File: src/rtl/fdc_pkg.sv
`timescale 1ns / 1ps
`default_nettype none
// -----------------------------------------------------------------------------
// fdc_pkg: shared types and constants of the frame deframer
// Status codes, header layout, the queued transaction type and the CRC-32 step.
// -----------------------------------------------------------------------------
package fdc_pkg;

    localparam int BUFFER_BYTES = 4096;
    localparam int HEADER_BYTES = 20;
    localparam logic [11:0] BUF_LIMIT = 12'(BUFFER_BYTES - HEADER_BYTES);
    localparam logic [31:0] CRC_POLY = 32'hEDB88320;

    localparam logic [4:0] HDR_MAGIC_END = 5'd3;
    localparam logic [4:0] HDR_VERSION   = 5'd4;
    localparam logic [4:0] HDR_TYPE      = 5'd5;
    localparam logic [4:0] HDR_FLAGS_END = 5'd7;
    localparam logic [4:0] HDR_SEQ_END   = 5'd11;
    localparam logic [4:0] HDR_LEN_END   = 5'd15;
    localparam logic [4:0] HDR_LAST      = 5'(HEADER_BYTES - 1);

    localparam logic [1:0] CFG_MAGIC   = 2'd0;
    localparam logic [1:0] CFG_VERSION = 2'd1;
    localparam logic [1:0] CFG_MAX     = 2'd2;

    typedef enum logic [2:0] {
        ST_OK      = 3'd0,
        ST_MAGIC   = 3'd1,
        ST_VERSION = 3'd2,
        ST_LONG    = 3'd3,
        ST_CRC     = 3'd4
    } status_t;

    // What the front part hands to the back part for each result.
    // A payload byte carries its CRC verdict inputs; the back part folds the CRC.
    typedef struct packed {
        logic [7:0]  data;
        logic        byte_valid;
        logic        first;       // first payload byte: CRC restarts
        logic        frame_end;
        logic        crc_check;   // frame_end on a payload byte: compare CRC
        status_t     status;
        logic [31:0] exp_crc;
        logic [7:0]  frame_type;
        logic [15:0] frame_flags;
        logic [31:0] sequence_res;
        logic [11:0] payload_length;
    } fdc_item_t;

    function automatic logic [31:0] crc_byte(input logic [31:0] crc, input logic [7:0] b);
        logic [31:0] c;
        c = crc ^ {24'd0, b};
        for (int i = 0; i < 8; i++) begin
            c = c[0] ? ((c >> 1) ^ CRC_POLY) : (c >> 1);
        end
        return c;
    endfunction

endpackage
`default_nettype wire

File: src/rtl/fdc_front.sv
`timescale 1ns / 1ps
`default_nettype none
// -----------------------------------------------------------------------------
// fdc_front: header parser and classifier
// Parses header bytes, checks them and emits one transaction per result.
// -----------------------------------------------------------------------------
module fdc_front (
    input  wire logic              clk,
    input  wire logic              rst_n,
    input  wire logic              in_valid,
    input  wire logic [7:0]        rx_byte,
    input  wire logic [31:0]       expected_magic,
    input  wire logic [7:0]        expected_version,
    input  wire logic [11:0]       max_payload,
    output fdc_pkg::fdc_item_t     item,
    output logic                   item_valid
);

    logic        in_payload_reg, in_payload_next;
    logic        first_reg, first_next;
    logic [4:0]  count_reg, count_next;
    logic [31:0] shift_reg, shift_next;
    logic [31:0] magic_reg, magic_next;
    logic [7:0]  version_reg, version_next;
    logic [7:0]  type_reg, type_next;
    logic [15:0] flags_reg, flags_next;
    logic [31:0] seq_reg, seq_next;
    logic [31:0] len_reg, len_next;
    logic [31:0] crc_reg, crc_next;
    logic [11:0] left_reg, left_next;
    logic [11:0] limit;
    logic        fits;
    logic [11:0] left_dec;

    always_ff @(posedge clk or negedge rst_n) begin
        if (!rst_n) begin
            in_payload_reg <= 1'b0;
            first_reg      <= 1'b0;
            count_reg      <= '0;
            shift_reg      <= '0;
            magic_reg      <= '0;
            version_reg    <= '0;
            type_reg       <= '0;
            flags_reg      <= '0;
            seq_reg        <= '0;
            len_reg        <= '0;
            crc_reg        <= '0;
            left_reg       <= '0;
        end else begin
            in_payload_reg <= in_payload_next;
            first_reg      <= first_next;
            count_reg      <= count_next;
            shift_reg      <= shift_next;
            magic_reg      <= magic_next;
            version_reg    <= version_next;
            type_reg       <= type_next;
            flags_reg      <= flags_next;
            seq_reg        <= seq_next;
            len_reg        <= len_next;
            crc_reg        <= crc_next;
            left_reg       <= left_next;
        end
    end

    assign limit    = (max_payload < fdc_pkg::BUF_LIMIT) ? max_payload : fdc_pkg::BUF_LIMIT;
    assign left_dec = left_reg - 12'd1;

    always_comb begin
        in_payload_next = in_payload_reg;
        first_next      = first_reg;
        count_next      = count_reg;
        shift_next      = shift_reg;
        magic_next      = magic_reg;
        version_next    = version_reg;
        type_next       = type_reg;
        flags_next      = flags_reg;
        seq_next        = seq_reg;
        len_next        = len_reg;
        crc_next        = crc_reg;
        left_next       = left_reg;
        item_valid      = 1'b0;
        item            = '0;
        fits            = 1'b0;

        if (in_valid) begin
            if (in_payload_reg) begin
                left_next  = left_dec;
                first_next = 1'b0;
                item_valid = 1'b1;
                item.data       = rx_byte;
                item.byte_valid = 1'b1;
                item.first      = first_reg;
                if (left_dec == 12'd0) begin
                    in_payload_next = 1'b0;
                    count_next      = '0;
                    item.frame_end  = 1'b1;
                    item.crc_check  = 1'b1;
                end
            end else begin
                shift_next = {shift_reg[23:0], rx_byte};
                case (count_reg)
                    fdc_pkg::HDR_MAGIC_END: magic_next   = shift_next;
                    fdc_pkg::HDR_VERSION:   version_next = rx_byte;
                    fdc_pkg::HDR_TYPE:      type_next    = rx_byte;
                    fdc_pkg::HDR_FLAGS_END: flags_next   = shift_next[15:0];
                    fdc_pkg::HDR_SEQ_END:   seq_next     = shift_next;
                    fdc_pkg::HDR_LEN_END:   len_next     = shift_next;
                    fdc_pkg::HDR_LAST:      crc_next     = shift_next;
                    default: ;
                endcase
                if (count_reg < fdc_pkg::HDR_LAST) begin
                    count_next = count_reg + 5'd1;
                end else begin
                    count_next = '0;
                    fits = (len_reg <= {20'd0, limit});
                    if (magic_reg != expected_magic) begin
                        item_valid  = 1'b1;
                        item.status = fdc_pkg::ST_MAGIC;
                    end else if (version_reg != expected_version) begin
                        item_valid  = 1'b1;
                        item.status = fdc_pkg::ST_VERSION;
                    end else if (!fits) begin
                        item_valid  = 1'b1;
                        item.status = fdc_pkg::ST_LONG;
                    end else if (len_reg == 32'd0) begin
                        item_valid  = 1'b1;
                        item.status = (crc_next == 32'd0) ? fdc_pkg::ST_OK : fdc_pkg::ST_CRC;
                    end else begin
                        in_payload_next = 1'b1;
                        first_next      = 1'b1;
                        left_next       = len_reg[11:0];
                    end
                    item.frame_end = 1'b1;
                end
            end
        end
        item.exp_crc      = crc_next;
        item.frame_type   = type_next;
        item.frame_flags  = flags_next;
        item.sequence_res = seq_next;
        item.payload_length = (len_next <= {20'd0, limit}) ? len_next[11:0] : 12'd0;
    end

endmodule
`default_nettype wire

File: src/rtl/fdc_queue.sv
`timescale 1ns / 1ps
`default_nettype none
// -----------------------------------------------------------------------------
// fdc_queue: four-entry queue between the front and the back part
// Flip-flop storage, with a reserve that tracks the back part's own slot.
// -----------------------------------------------------------------------------
module fdc_queue (
    input  wire logic              clk,
    input  wire logic              rst_n,
    input  wire logic              wr_en,
    input  wire fdc_pkg::fdc_item_t wr_item,
    input  wire logic              rd_en,
    output fdc_pkg::fdc_item_t     rd_item,
    output logic                   not_empty,
    output logic                   almost_full
);

    fdc_pkg::fdc_item_t mem_reg [4];
    logic [1:0] wp_reg, wp_next;
    logic [1:0] rp_reg, rp_next;
    logic [2:0] cnt_reg, cnt_next;

    always_ff @(posedge clk) begin
        if (wr_en) begin
            mem_reg[wp_reg] <= wr_item;
        end
    end

    always_ff @(posedge clk or negedge rst_n) begin
        if (!rst_n) begin
            wp_reg  <= '0;
            rp_reg  <= '0;
            cnt_reg <= '0;
        end else begin
            wp_reg  <= wp_next;
            rp_reg  <= rp_next;
            cnt_reg <= cnt_next;
        end
    end

    always_comb begin
        wp_next  = wr_en ? wp_reg + 2'd1 : wp_reg;
        rp_next  = rd_en ? rp_reg + 2'd1 : rp_reg;
        cnt_next = cnt_reg + {2'd0, wr_en} - {2'd0, rd_en};
    end

    assign rd_item     = mem_reg[rp_reg];
    assign not_empty   = (cnt_reg != 3'd0);
    assign almost_full = (cnt_reg >= 3'd3);

    assert property (@(posedge clk) disable iff (!rst_n) !(wr_en && cnt_reg == 3'd4))
        else $error("fdc_queue: write into a full queue");
    assert property (@(posedge clk) disable iff (!rst_n) !(rd_en && cnt_reg == 3'd0))
        else $error("fdc_queue: read from an empty queue");
    assert property (@(posedge clk) disable iff (!rst_n) cnt_reg <= 3'd4)
        else $error("fdc_queue: count out of range");

endmodule
`default_nettype wire

File: src/rtl/fdc_back.sv
`timescale 1ns / 1ps
`default_nettype none
// -----------------------------------------------------------------------------
// fdc_back: CRC accumulator and result register
// Folds each payload byte into the CRC and presents the finished result.
// -----------------------------------------------------------------------------
module fdc_back (
    input  wire logic              clk,
    input  wire logic              rst_n,
    input  wire logic              q_not_empty,
    input  wire fdc_pkg::fdc_item_t q_item,
    output logic                   q_rd,
    input  wire logic              pop,
    output logic                   empty,
    output fdc_pkg::fdc_item_t     res_item
);

    logic [31:0]         crc_reg, crc_next;
    logic                full_reg;
    fdc_pkg::fdc_item_t  res_reg, res_next;
    logic [31:0]         crc_base;

    assign q_rd  = q_not_empty && (!full_reg || pop);
    assign empty = !full_reg;
    assign res_item = res_reg;

    always_comb begin
        crc_base = q_item.first ? 32'hFFFF_FFFF : crc_reg;
        crc_next = crc_reg;
        res_next = q_item;
        if (q_item.byte_valid) begin
            crc_next = fdc_pkg::crc_byte(crc_base, q_item.data);
            if (q_item.crc_check) begin
                res_next.status = ((~crc_next) == q_item.exp_crc) ?
                                  fdc_pkg::ST_OK : fdc_pkg::ST_CRC;
            end
        end
    end

    always_ff @(posedge clk or negedge rst_n) begin
        if (!rst_n) begin
            full_reg <= 1'b0;
            crc_reg  <= 32'hFFFF_FFFF;
        end else begin
            if (q_rd) begin
                full_reg <= 1'b1;
                crc_reg  <= crc_next;
            end else if (pop) begin
                full_reg <= 1'b0;
            end
        end
    end

    always_ff @(posedge clk) begin
        if (q_rd) begin
            res_reg <= res_next;
        end
    end

    assert property (@(posedge clk) disable iff (!rst_n) (full_reg && !pop) |=> $stable(res_reg))
        else $error("fdc_back: held result changed");
    assert property (@(posedge clk) disable iff (!rst_n)
        (full_reg && !res_reg.frame_end) |-> res_reg.status == fdc_pkg::ST_OK)
        else $error("fdc_back: error status on a mid-frame result");
    assert property (@(posedge clk) disable iff (!rst_n)
        (full_reg && !res_reg.byte_valid) |-> res_reg.frame_end)
        else $error("fdc_back: header result that does not end a frame");

endmodule
`default_nettype wire

File: src/rtl/frame_deframer_crc32_top.sv
`timescale 1ns / 1ps
`default_nettype none
// -----------------------------------------------------------------------------
// frame_deframer_crc32_top: length-prefixed frame deframer with CRC-32 check
// Parses a 20-byte header, passes payload bytes on and reports the frame verdict.
// -----------------------------------------------------------------------------
// The block takes one received byte per transaction and sustains one byte per
// clock cycle while full is low. A byte passes through the header parser
// (front part), a four-entry queue and the CRC unit with its result register
// (back part). The parser writes the queue at the edge that accepts the byte,
// and the back part loads its result register from the queue. Header bytes
// give no result except the last one, which ends the frame on a bad magic, bad
// version, over-long length or an empty payload. Payload bytes come out one
// result each, and the last carries the CRC verdict; a consumer discards the
// payload of a frame whose final status is not zero. After an error, header
// parsing restarts at the very next byte. full rises while the queue has at
// most one free slot, so input is only held off when the consumer stalls.
// Configuration registers: 0 magic, 1 version, 2 payload cap (12 bits).
// -----------------------------------------------------------------------------
module frame_deframer_crc32_top (
    input  wire logic        clk,
    input  wire logic        rst_n,
    input  wire logic        push,
    output logic             full,
    input  wire logic [7:0]  rx_byte,
    output logic             empty,
    input  wire logic        pop,
    output logic [7:0]       payload_byte,
    output logic             byte_valid,
    output logic             frame_end,
    output logic [2:0]       status,
    output logic [7:0]       frame_type,
    output logic [15:0]      frame_flags,
    output logic [31:0]      sequence_res,
    output logic [11:0]      payload_length,
    input  wire logic        cfg_we,
    input  wire logic [1:0]  cfg_index,
    input  wire logic [31:0] cfg_data
);

    logic [31:0] magic_reg;
    logic [7:0]  version_reg;
    logic [11:0] max_reg;

    always_ff @(posedge clk or negedge rst_n) begin
        if (!rst_n) begin
            magic_reg   <= '0;
            version_reg <= '0;
            max_reg     <= 12'd4076;
        end else if (cfg_we) begin
            case (cfg_index)
                fdc_pkg::CFG_MAGIC:   magic_reg   <= cfg_data;
                fdc_pkg::CFG_VERSION: version_reg <= cfg_data[7:0];
                fdc_pkg::CFG_MAX:     max_reg     <= cfg_data[11:0];
                default: ;
            endcase
        end
    end

    fdc_pkg::fdc_item_t f_item, q_item, r_item;
    logic f_valid, q_ne, q_af, q_rd, accept;

    assign accept = push && !full;
    assign full   = q_af;

    fdc_front u_front (
        .clk(clk), .rst_n(rst_n), .in_valid(accept), .rx_byte(rx_byte),
        .expected_magic(magic_reg), .expected_version(version_reg),
        .max_payload(max_reg), .item(f_item), .item_valid(f_valid)
    );

    fdc_queue u_queue (
        .clk(clk), .rst_n(rst_n), .wr_en(f_valid), .wr_item(f_item),
        .rd_en(q_rd), .rd_item(q_item), .not_empty(q_ne), .almost_full(q_af)
    );

    fdc_back u_back (
        .clk(clk), .rst_n(rst_n), .q_not_empty(q_ne), .q_item(q_item),
        .q_rd(q_rd), .pop(pop), .empty(empty), .res_item(r_item)
    );

    assign payload_byte   = r_item.data;
    assign byte_valid     = r_item.byte_valid;
    assign frame_end      = r_item.frame_end;
    assign status         = r_item.status;
    assign frame_type     = r_item.frame_type;
    assign frame_flags    = r_item.frame_flags;
    assign sequence_res   = r_item.sequence_res;
    assign payload_length = r_item.payload_length;

endmodule
`default_nettype wire
File: config.mk
export PLATFORM = sky130hd
export DESIGN_NAME = frame_deframer_crc32_top
export DESIGN_NICKNAME = d
export VERILOG_FILES = /design/src/rtl/fdc_pkg.sv /design/src/rtl/fdc_front.sv /design/src/rtl/fdc_queue.sv /design/src/rtl/fdc_back.sv /design/src/rtl/frame_deframer_crc32_top.sv
export SDC_FILE = /design/constraint.sdc
export NUM_CORES = 1
export LEC_CHECK = 0
export ABC_CLOCK_PERIOD_IN_PS = 7360
export BUFFER_PORTS_ARGS = -buffer_cell sky130_fd_sc_hd__buf_2
export CELL_PAD_IN_SITES_DETAIL_PLACEMENT = 2
export CELL_PAD_IN_SITES_GLOBAL_PLACEMENT = 2
export CORE_ASPECT_RATIO = 0.9
export CORE_MARGIN = 2
export CORE_UTILIZATION = 42
export DETAILED_ROUTE_END_ITERATION = 6
export PLACE_DENSITY_LB_ADDON = 0.1
export SLEW_MARGIN = 15
export SYNTH_ARGS = -nofsm -noshare
export SYNTH_HDL_FRONTEND = slang
export SYNTH_SLANG_ARGS = --single-unit
File: constraint.sdc
create_clock -name clk -period 7.36 [get_ports clk]
set_input_delay 1.472 -clock clk [delete_from_list [all_inputs] [get_ports clk]]
set_output_delay 1.472 -clock clk [all_outputs]
set_load 0.01 [all_outputs]
Word level (Yosys, flattened, before mapping)
Memories as Yosys holds them, arrays and structs flattened.
Cells that the tools add are included.
{"block": "word_totals", "regBits": 376, "latchBits": 0, "ram_bits": 460, "mem_bits_ro": 0, "input_bits": 47, "out_inout_bits": 83, "word_cells": 166, "n_memories": 1}
{"block": "op_classes", "addsub": 6, "mul": 0, "div": 0, "n_lt_le_gt_ge": 5, "n_eq_ne": 17, "shift": 0, "muxes": 77, "n_bitwise": 11, "n_reduce_logical": 21}
{"name": "u_queue.mem_reg", "depth": 4, "word_bits": 115, "rd": 1, "rd_clocked_by_memory_dff": 0, "wr": 1, "line_no": "fdc_queue.sv:18", "source": "fdc_pkg::fdc_item_t mem_reg [4];"}
{"cell": "$mux W32", "count": 20}
{"cell": "$not A13 Y14", "count": 8}
{"cell": "$mux W12", "count": 8}
{"cell": "$le A32 B12 Y1", "count": 2}
{"cell": "$logic_not A32 Y1", "count": 2}
{"cell": "$mux W16", "count": 3}
{"cell": "$eq A32 B32 Y1", "count": 1}
{"cell": "$ne A32 B32 Y1", "count": 1}
{"cell": "$not A32 Y32", "count": 1}
{"cell": "$xor A32 B8 Y32", "count": 1}
{"cell": "$mux W3", "count": 10}
{"cell": "$mux W1", "count": 27}
{"cell": "$mux W8", "count": 3}
{"cell": "$eq A5 B3 Y1 const B", "count": 3}
{"cell": "$mux W15", "count": 1}
{"cell": "$mux W5", "count": 3}
{"cell": "$logic_not A12 Y1", "count": 1}
{"cell": "$lt A12 B12 Y1 const B", "count": 1}
{"cell": "$reduce_and A2 Y1", "count": 6}
{"cell": "$sub A12 B1 Y12 const B", "count": 1}
{"cell": "$eq A5 B4 Y1 const B", "count": 2}
{"cell": "$mux W10", "count": 1}
{"cell": "$ne A2 B1 Y1 const B", "count": 4}
{"cell": "$ne A8 B8 Y1", "count": 1}
{"cell": "other kinds (21)", "count": 26}

Depth between registers and ports, before layout
Gate-level depths: netlist of run 1.
An unclocked memory read counts as a cell.
{"block": "logic_depth", "ltp_word": 24, "depth_mapped": 18, "ltp_nobuf": 17}

By module
Synthesis of run 1 repeated with hierarchy kept, for this count alone.
{"block": "hier_totals", "cells_unflattened": 2087, "hier_area_um2": 35602.9}
{"module": "fdc_queue", "n_inst": 1, "cells_per_inst": 637, "area_each_um2": 16956.3, "seq_area_each_um2": 13988.4}
{"module": "fdc_front", "n_inst": 1, "cells_per_inst": 839, "area_each_um2": 9800.6, "seq_area_each_um2": 5079.9}
{"module": "fdc_back", "n_inst": 1, "cells_per_inst": 499, "area_each_um2": 6866.6, "seq_area_each_um2": 4319.1}
{"module": "frame_deframer_crc32_top", "n_inst": 1, "cells_per_inst": 112, "area_each_um2": 1979.4, "seq_area_each_um2": 1312.5}

Worst setup path after synthesis of run 1
No wires, ideal clock.
{"block": "synth_path", "path_kind": "register -> register", "start": "register max_reg[5]", "end": "memory u_queue.mem_reg[0][0] (netlist name) (enable)", "setup_time_ps": 605, "arrival_ps": 7401, "required_time_ps": 6755, "path_slack_ps": -645, "stages_incl_launch_ff": 15, "synth_period_minus_slack_ps": 8005, "cell_sequence": "dfstp_2 > and4_1 > nand2_1 > nor2_1 > nor2b_1 > ha_1 > inv_1 > a21o_1 > o21ai_0 > o21bai_1 > a2111oi_0 > o21ai_0 > or3_1 > a31oi_1 > nor2b_1"}
{"block": "synth_via", "elab_chain_cells": 11}
{"element": "start, declared", "line_no": "frame_deframer_crc32_top.sv:43", "source": "logic [11:0] max_reg;"}
{"element": "start signal, assigned", "line_no": "frame_deframer_crc32_top.sv:54", "source": "fdc_pkg::CFG_MAX: max_reg <= cfg_data[11:0];"}
{"element": "$lt A12 B12 Y1", "line_no": "fdc_front.sv:65", "source": "assign limit = (max_payload < fdc_pkg::BUF_LIMIT) ? max_payload : fdc_pkg::BUF_LIMIT;"}
{"element": "$mux W12 (*)", "line_no": "fdc_front.sv:65"}
{"element": "$le A32 B12 Y1 (*)", "line_no": "fdc_front.sv:115", "source": "fits = (len_reg <= {20'd0, limit});"}
{"element": "$mux W1 (*)", "line_no": "fdc_front.sv:122", "source": "end else if (!fits) begin"}
{"element": "$mux W1 (*)", "line_no": "fdc_front.sv:119", "source": "end else if (version_reg != expected_version) begin"}
{"element": "$mux W1 (*)", "line_no": "fdc_front.sv:116", "source": "if (magic_reg != expected_magic) begin"}
{"element": "$mux W1 (*)", "line_no": "fdc_front.sv:111", "source": "if (count_reg < fdc_pkg::HDR_LAST) begin"}
{"element": "$mux W1 (*)", "line_no": "fdc_front.sv:86", "source": "if (in_payload_reg) begin"}
{"element": "$mux W1 (*)", "line_no": "fdc_front.sv:85", "source": "if (in_valid) begin"}
{"element": "$mux W1 (*)", "line_no": "fdc_queue.sv:24", "source": "if (wr_en) begin"}
{"element": "$mux W1 (implied by the code) (*)", "line_no": "fdc_queue.sv:25", "source": "mem_reg[wp_reg] <= wr_item;"}
{"element": "end, declared", "line_no": "fdc_queue.sv:18"}
Every way passes the cells marked *; elsewhere a longest branch is shown, timed or not.

Worst setup path after layout of run 1
{"block": "layout_path", "start": "register max_reg[5]", "end": "register u_queue.cnt_reg[2]"}
{"block": "layout_via", "elab_chain_cells": 11}
{"element": "$lt A12 B12 Y1", "line_no": "fdc_front.sv:65"}
{"element": "$mux W12 (*)", "line_no": "fdc_front.sv:65"}
{"element": "$le A32 B12 Y1 (*)", "line_no": "fdc_front.sv:115"}
{"element": "$mux W1 (*)", "line_no": "fdc_front.sv:122"}
{"element": "$mux W1 (*)", "line_no": "fdc_front.sv:119"}
{"element": "$mux W1 (*)", "line_no": "fdc_front.sv:116"}
{"element": "$mux W1 (*)", "line_no": "fdc_front.sv:111"}
{"element": "$mux W1 (*)", "line_no": "fdc_front.sv:86"}
{"element": "$mux W1 (*)", "line_no": "fdc_front.sv:85"}
{"element": "net f_valid", "line_no": "frame_deframer_crc32_top.sv:61", "source": "logic f_valid, q_ne, q_af, q_rd, accept;"}
{"element": "$add A3 B1 Y3 (*)", "line_no": "fdc_queue.sv:44", "source": "cnt_next = cnt_reg + {2'd0, wr_en} - {2'd0, rd_en};"}
{"element": "$sub A3 B1 Y3 (*)", "line_no": "fdc_queue.sv:44"}
{"element": "net u_queue.cnt_next[2]", "line_no": "fdc_queue.sv:21", "source": "logic [2:0] cnt_reg, cnt_next;"}
{"element": "end signal, assigned", "line_no": "fdc_queue.sv:37", "source": "cnt_reg <= cnt_next;"}
{"element": "end, declared", "line_no": "fdc_queue.sv:21"}
Mark *: on every way through the listed nets, which the timed path passes. The rest lies on a longest branch.
A chain may end at the register's enable or synchronous reset.

==> flow_metrics.py, run 1 <==
metrics = {
    "status": {
        "status": "complete, no violations",
    },
    "timing": {
        "finalCritPeriodShare": 0.692,
        "holdWs_ps": 484,
        "tns_ps": 0,
        "finalSetupViolCount": 0,
        "max_freq_ghz": 0.196,
        "finalHoldViolCount": 0,
        "grt_setup_unrepaired": "no",
        "fin_skew_ps": 42.7,
        "relSlewSlack": 0.258,
        "finalCriticalPeriod_ps": 5090,
        "worst_slew_pin_slew_ps": 1090,
        "maxSlewViolCount": 0,
        "timing.final.ws_setup_ps": 2270,
    },
    "cells_and_area": {
        "final_layout_size_suffix_gt1_frac": 0.310,
        "layout_common_cells": "edfxtp_1, dfrtp_1, mux2_2, nand2_1, buf_2",
        "mostFrequentLayoutCell": "edfxtp_1",
        "nets": 2252,
        "multiInputGateArea_um2": 10100,
        "fin_area_um2": 39100,
        "seqCellArea_um2": 23700,
        "largest_register_ff_count": 460,
        "final_cells": 3307,
        "areaGrowthSynthToFinish_pct": 14.4,
        "fin_util": 0.484,
        "n_fill_cell": 7362,
    },
    "synth": {
        "synthFlopType": "edfxtp_1",
        "synth_edf_count": 541,
        "synth.avg_cell_area_um2": 17.0,
        "ys_types": 60,
        "syn-instance-count": 2008,
        "syn-num-nets": 2091,
        "ys_seq_area_frac": 0.693,
        "syn-cell-area_um2": 34200,
        "async_flop_share": 0.353,
        "synth-seq-cells": 836,
        "yosysWarningCount": 0,
    },
    "critical_path": {
        "cp_slowest_stage_delay_ps": 660,
        "crit_slowest_cell": "a31oi_2",
        "cp_num_buf_inv": 1,
        "path_delay_family": "compound AO/OA/AOI/OAI gates",
        "path_max_fanout": 7,
        "cp_cell_sequence": "and4_1 -> nand2_1 -> o21ai_0 -> ha_1 -> a21o_1 -> o21ai_0 -> o21bai_1 -> a2111oi_0 -> o21ai_0 -> or3_1 -> a31oi_2 -> inv_1 -> ha_1 -> fa_1 -> xor2_1",
        "crit_required_ps": 7890,
        "timing.rr.start": "max_reg[5]",
        "cpMostUsedCell": "o21ai_0",
        "r2r_end": "u_queue.cnt_reg[2]",
        "reg2reg_setup_slack_ps": 2270,
        "cp.arrival_ps": 5620,
        "worstSetupEndpointType": "flip-flop",
        "r2r_cells": 15,
        "crit_type": "reg2reg",
        "cp-start-kind": "flip-flop",
    },
    "detailed_routing": {
        "vias": 18100,
        "drc": 0,
        "wl_um": 91200,
        "routedWlPerCell_um": 27.6,
        "dr.pass1.iters": 6,
        "avgViaCountPerCell": 5.47,
        "drt-initial-drc-count": 1026,
        "detail-route-antenna-nets": 0,
    },
    "global_route": {
        "track_usage": 0.223,
        "first_global_vias": 20300,
        "grt_pass1_wl_um": 137000,
        "grt_remaining_overflow": 0,
        "antenna_found_initial": 12,
        "grt_start_max_net_pins": 138,
    },
    "die": {
        "die_x_um": 305,
        "core_area_um2": 80900,
        "start_util": 0.423,
        "num_rows": 99,
        "dieHeight_um": 275,
        "ios": 130,
        "dieArea_um2": 83700,
    },
    "clocking": {
        "clk_pin_slew_worst_paths_ps": 70,
        "cts_max_level": 3,
        "clk_path_buf_depth": 3,
        "cts_tree": "yes",
        "cts.sinks": 836,
        "cts_resized": 0,
        "postCtsHoldBufs": 0,
        "post_cts_buffers": 0,
        "clk_latency_ps": 680,
        "cts_buffers": 87,
        "cts-root-buf": "clkbuf_16",
    },
    "placed_design": {
        "placed_area_um2": 36200,
        "dp_cells": 3140,
        "dp_hpwl_um": 56600,
        "dp_slack_ps": 2320,
        "portBuffers": 129,
        "routabilityCongestion": 0.753,
    },
    "power_and_ir_drop": {
        "p_total_mw": 17.9,
        "powerDensity_nw_per_um2": 457,
        "p_leak_nw": 15.2,
        "ir_worst_vdd_uv": 486,
    },
    "min_path": {
        "worstHoldStart": "u_back.crc_reg[30]",
        "whs_path_depth": 2,
        "hold_path.class": "reg2reg",
        "min_to": "u_back.crc_reg[30]",
    },
    "flow_run": {
        "drv_cap": 0,
    },
}
## worst max path at each step
stage                from               endpoint  slack, ps  depth (start not counted)
2_1_floorplan  max_reg[5]  u_queue.mem_reg[0][0]       -650                         14
3_3_place_gp   max_reg[5]     u_queue.cnt_reg[2]       2030                         15
3_5_place_dp   max_reg[5]     u_queue.cnt_reg[2]       2320                         15
4_1_cts        max_reg[5]     u_queue.cnt_reg[2]       2260                         15
5_1_grt        max_reg[5]     u_queue.cnt_reg[2]       1840                         15
6_report       max_reg[5]     u_queue.cnt_reg[2]       2270                         15
## power breakdown
group	total, mW	internal [mW]	switching [mW]
Sequential	6.60	5.92	0.674
Clock	4.53	2.62	1.91
Combinational	6.75	2.95	3.80
Total	17.9	11.5	6.38
## routing by layer
layer,vias up,routed length (µm),track usage
li1,7886,-,-
met1,9806,40200,0.302
met2,281,45700,0.377
met3,119,3210,0.0334
met4,2,2030,0.0642
met5,-,13,0
## synth_stat cells (5+ instances only)
library cell,number,area [µm²]
xor2_1,37,324
mux4_2,115,2590
dfrtp_1,254,6360
nor3_1,11,55.1
buf_2,14,70.1
xnor3_1,6,135
and2_1,6,37.5
nand4_1,23,144
buf_4,5,37.5
dfstp_2,41,1080
mux2i_1,17,170
a21oi_1,31,155
xnor2_4,5,138
nand3_1,17,85.1
xnor2_1,122,1070
mux2_2,219,2470
o21ai_0,54,270
nor3b_1,6,45.0
nor2_1,63,236
nor2b_1,20,125
ha_1,35,438
inv_1,33,124
a21o_1,7,52.6
nand2_1,148,556
or2_2,5,31.3
nor4_1,27,169
nand3b_1,5,37.5
edfxtp_1,541,16200
clkbuf_1,52,195
a31oi_1,5,31.3
xor3_1,5,119
buf_1,13,48.8
and3_1,16,100
## logic make-up (layout without fill, tap and decap cells)
family	after synthesis	count (layout)	synth area share
AO/OA/AOI/OAI	119	119	0.0202
XOR/XNOR	179	179	0.0541
adder cells (fa/ha/maj)	37	37	0.0137
buffers and inverters	121	357	0.0148
flip-flops	836	836	0.693
multiplexers	351	351	0.153
other	0	3	0
AND/OR/NAND/NOR	365	365	0.0515
## worst min-delay path: cells and delay by family, from the launching register on
kind | cells | cell delay (ps)
simple gates | 1 | 40
flops | 1 | 370
compound gates | 1 | 70
## area by class of cell
type	instances	share of cell area
clock buffer	123	0.0624
sequential	836	0.606
multi-input combinational	1051	0.257
timing repair buffer	159	0.0244
inverter	34	0.00326
tap	1060	0.0339
antenna	3	0.000192
clock inverter	41	0.0129
Power figures use the tool's default switching activity.
==> run 2, diff against run 1 <==
- ABC_CLOCK_PERIOD_IN_PS: 7360 -> 4300
- clock period: 7.36 -> 4.3 ns (I/O delays scaled with it)
==> flow_metrics.py, run 2 (synthesis results as in run 1) <==
metrics = {
    "clocking": {
        "cts-root-buf": "clkbuf_16",
        "postCtsHoldBufs": 0,
        "cts_resized": 0,
        "clk_path_buf_depth": 3,
        "post_cts_buffers": 0,
        "clk_pin_slew_worst_paths_ps": 60,
        "cts_max_level": 3,
        "cts_buffers": 90,
        "cts.sinks": 836,
        "clk_latency_ps": 670,
        "cts_tree": "yes",
    },
    "cells_and_area": {
        "largest_register_ff_count": 460,
        "mostFrequentLayoutCell": "edfxtp_1",
        "areaGrowthSynthToFinish_pct": 15.9,
        "nets": 2298,
        "n_fill_cell": 7307,
        "final_layout_size_suffix_gt1_frac": 0.326,
        "layout_common_cells": "edfxtp_1, dfrtp_1, mux2_2, nand2_1, buf_2",
    },
    "die": {
        "num_rows": 99,
        "die_x_um": 305,
        "dieHeight_um": 275,
        "dieArea_um2": 83700,
        "ios": 130,
        "core_area_um2": 80900,
        "start_util": 0.423,
    },
    "power_and_ir_drop": {
        "p_leak_nw": 15.5,
        "powerDensity_nw_per_um2": 776,
        "ir_worst_vdd_uv": 596,
    },
    "critical_path": {
        "r2r_end": "u_queue.mem_reg[3][5]",
        "timing.rr.start": "u_front.count_reg[0]",
        "r2r_cells": 14,
        "cp-start-kind": "flip-flop",
        "crit_type": "reg2reg",
        "cp.arrival_ps": 4470,
        "path_max_fanout": 12,
        "crit_required_ps": 4740,
        "worstSetupEndpointType": "flip-flop",
        "reg2reg_setup_slack_ps": 270,
    },
    "detailed_routing": {
        "routedWlPerCell_um": 27.4,
        "drc": 0,
        "avgViaCountPerCell": 5.40,
        "detail-route-antenna-nets": 0,
        "dr.pass1.iters": 5,
        "wl_um": 92000,
        "drt-initial-drc-count": 947,
        "vias": 18100,
    },
    "placed_design": {
        "routabilityCongestion": 0.782,
        "dp_hpwl_um": 60400,
        "dp_slack_ps": 182,
        "portBuffers": 129,
    },
    "timing": {
        "finalCriticalPeriod_ps": 4030,
        "tns_ps": 0,
        "finalHoldViolCount": 0,
        "grt_setup_unrepaired": "yes",
        "max_freq_ghz": 0.248,
        "finalCritPeriodShare": 0.937,
        "worst_slew_pin_slew_ps": 1070,
        "maxSlewViolCount": 0,
        "relSlewSlack": 0.284,
        "fin_skew_ps": 36.9,
        "timing.final.ws_setup_ps": 271,
        "finalSetupViolCount": 0,
    },
    "min_path": {
        "hold_path.class": "in2async",
    },
    "flow_run": {
        "drv_cap": 0,
    },
    "global_route": {
        "grt_remaining_overflow": 0,
        "antenna_found_initial": 0,
        "track_usage": 0.226,
        "grt_pass1_wl_um": 140000,
        "first_global_vias": 20600,
        "grt_start_max_net_pins": 105,
    },
    "status": {
        "status": "complete, no violations",
    },
}
run 2: through the flow:
step           cell area, µm²  hold WS [ps]  std cells  total power, mW  utilization
2_1_floorplan           34200           437       2008             19.4            -
3_3_place_gp            36600           456       3183             23.0        0.453
3_5_place_dp            36600           472       3183             23.4        0.453
4_1_cts                 39600           280       3352             31.3        0.489
5_1_grt                 39600           283       3352             32.5        0.490
6_report                39600           250       3354             30.7        0.490
run 2: worst max-delay path, cell delays in order (launching register included):
cell      delay, ps
dfrtp_1         420
ha_1            240
and3_1          170
ha_1            160
and3b_1         180
and3_1          370
mux2_2          420
ha_1            300
a21oi_1         140
inv_1            60
maj3_1          350
a21oi_1         190
o211ai_1        100
a21o_1          370
nor2b_1         340
run 2: metal layers:
metal,vias to the layer above,track usage,part of all wire
met5,-,0,0
met1,9756,0.303,0.44
li1,7982,-,-
met4,0,0.0492,0.018
met2,248,0.394,0.51
met3,119,0.0320,0.027
run 2: power by group:
group | switching [mW] | internal [mW] | leakage [nW]
combinational | 6.63 | 5.22 | 5.01
clock | 3.23 | 4.52 | 1.45
sequential | 0.989 | 10.1 | 9.00
run 2: area by class of cell:
cell class / instances / area (µm²) / share of cell area
well taps: 1060 / 1330 / 0.0335
clock inverters: 43 / 442 / 0.0112
multi-input cells: 1051 / 10100 / 0.255
inverters: 34 / 128 / 0.00322
diodes: 2 / 5.00 / 0.000126
clock buffers: 126 / 2510 / 0.0634
repair buffers: 202 / 1420 / 0.0359
flip-flops and latches: 836 / 23700 / 0.598
run 2: worst max-delay path by stage:
| stage | from | cells after the start | endpoint | slack [ps] |
|---|---|---|---|---|
| 5_1_grt | u_front.count_reg[0] | 16 | u_queue.mem_reg[2][8] | -80 |
| 2_1_floorplan | max_reg[9] | 14 | u_queue.mem_reg[0][0] | -40 |
| 6_report | u_front.count_reg[0] | 14 | u_queue.mem_reg[3][5] | 270 |
| 3_5_place_dp | max_reg[9] | 13 | u_queue.mem_reg[0][39] | 180 |
| 4_1_cts | max_reg[9] | 14 | u_queue.mem_reg[2][18] | 170 |
| 3_3_place_gp | max_reg[9] | 15 | u_queue.mem_reg[0][39] | 300 |
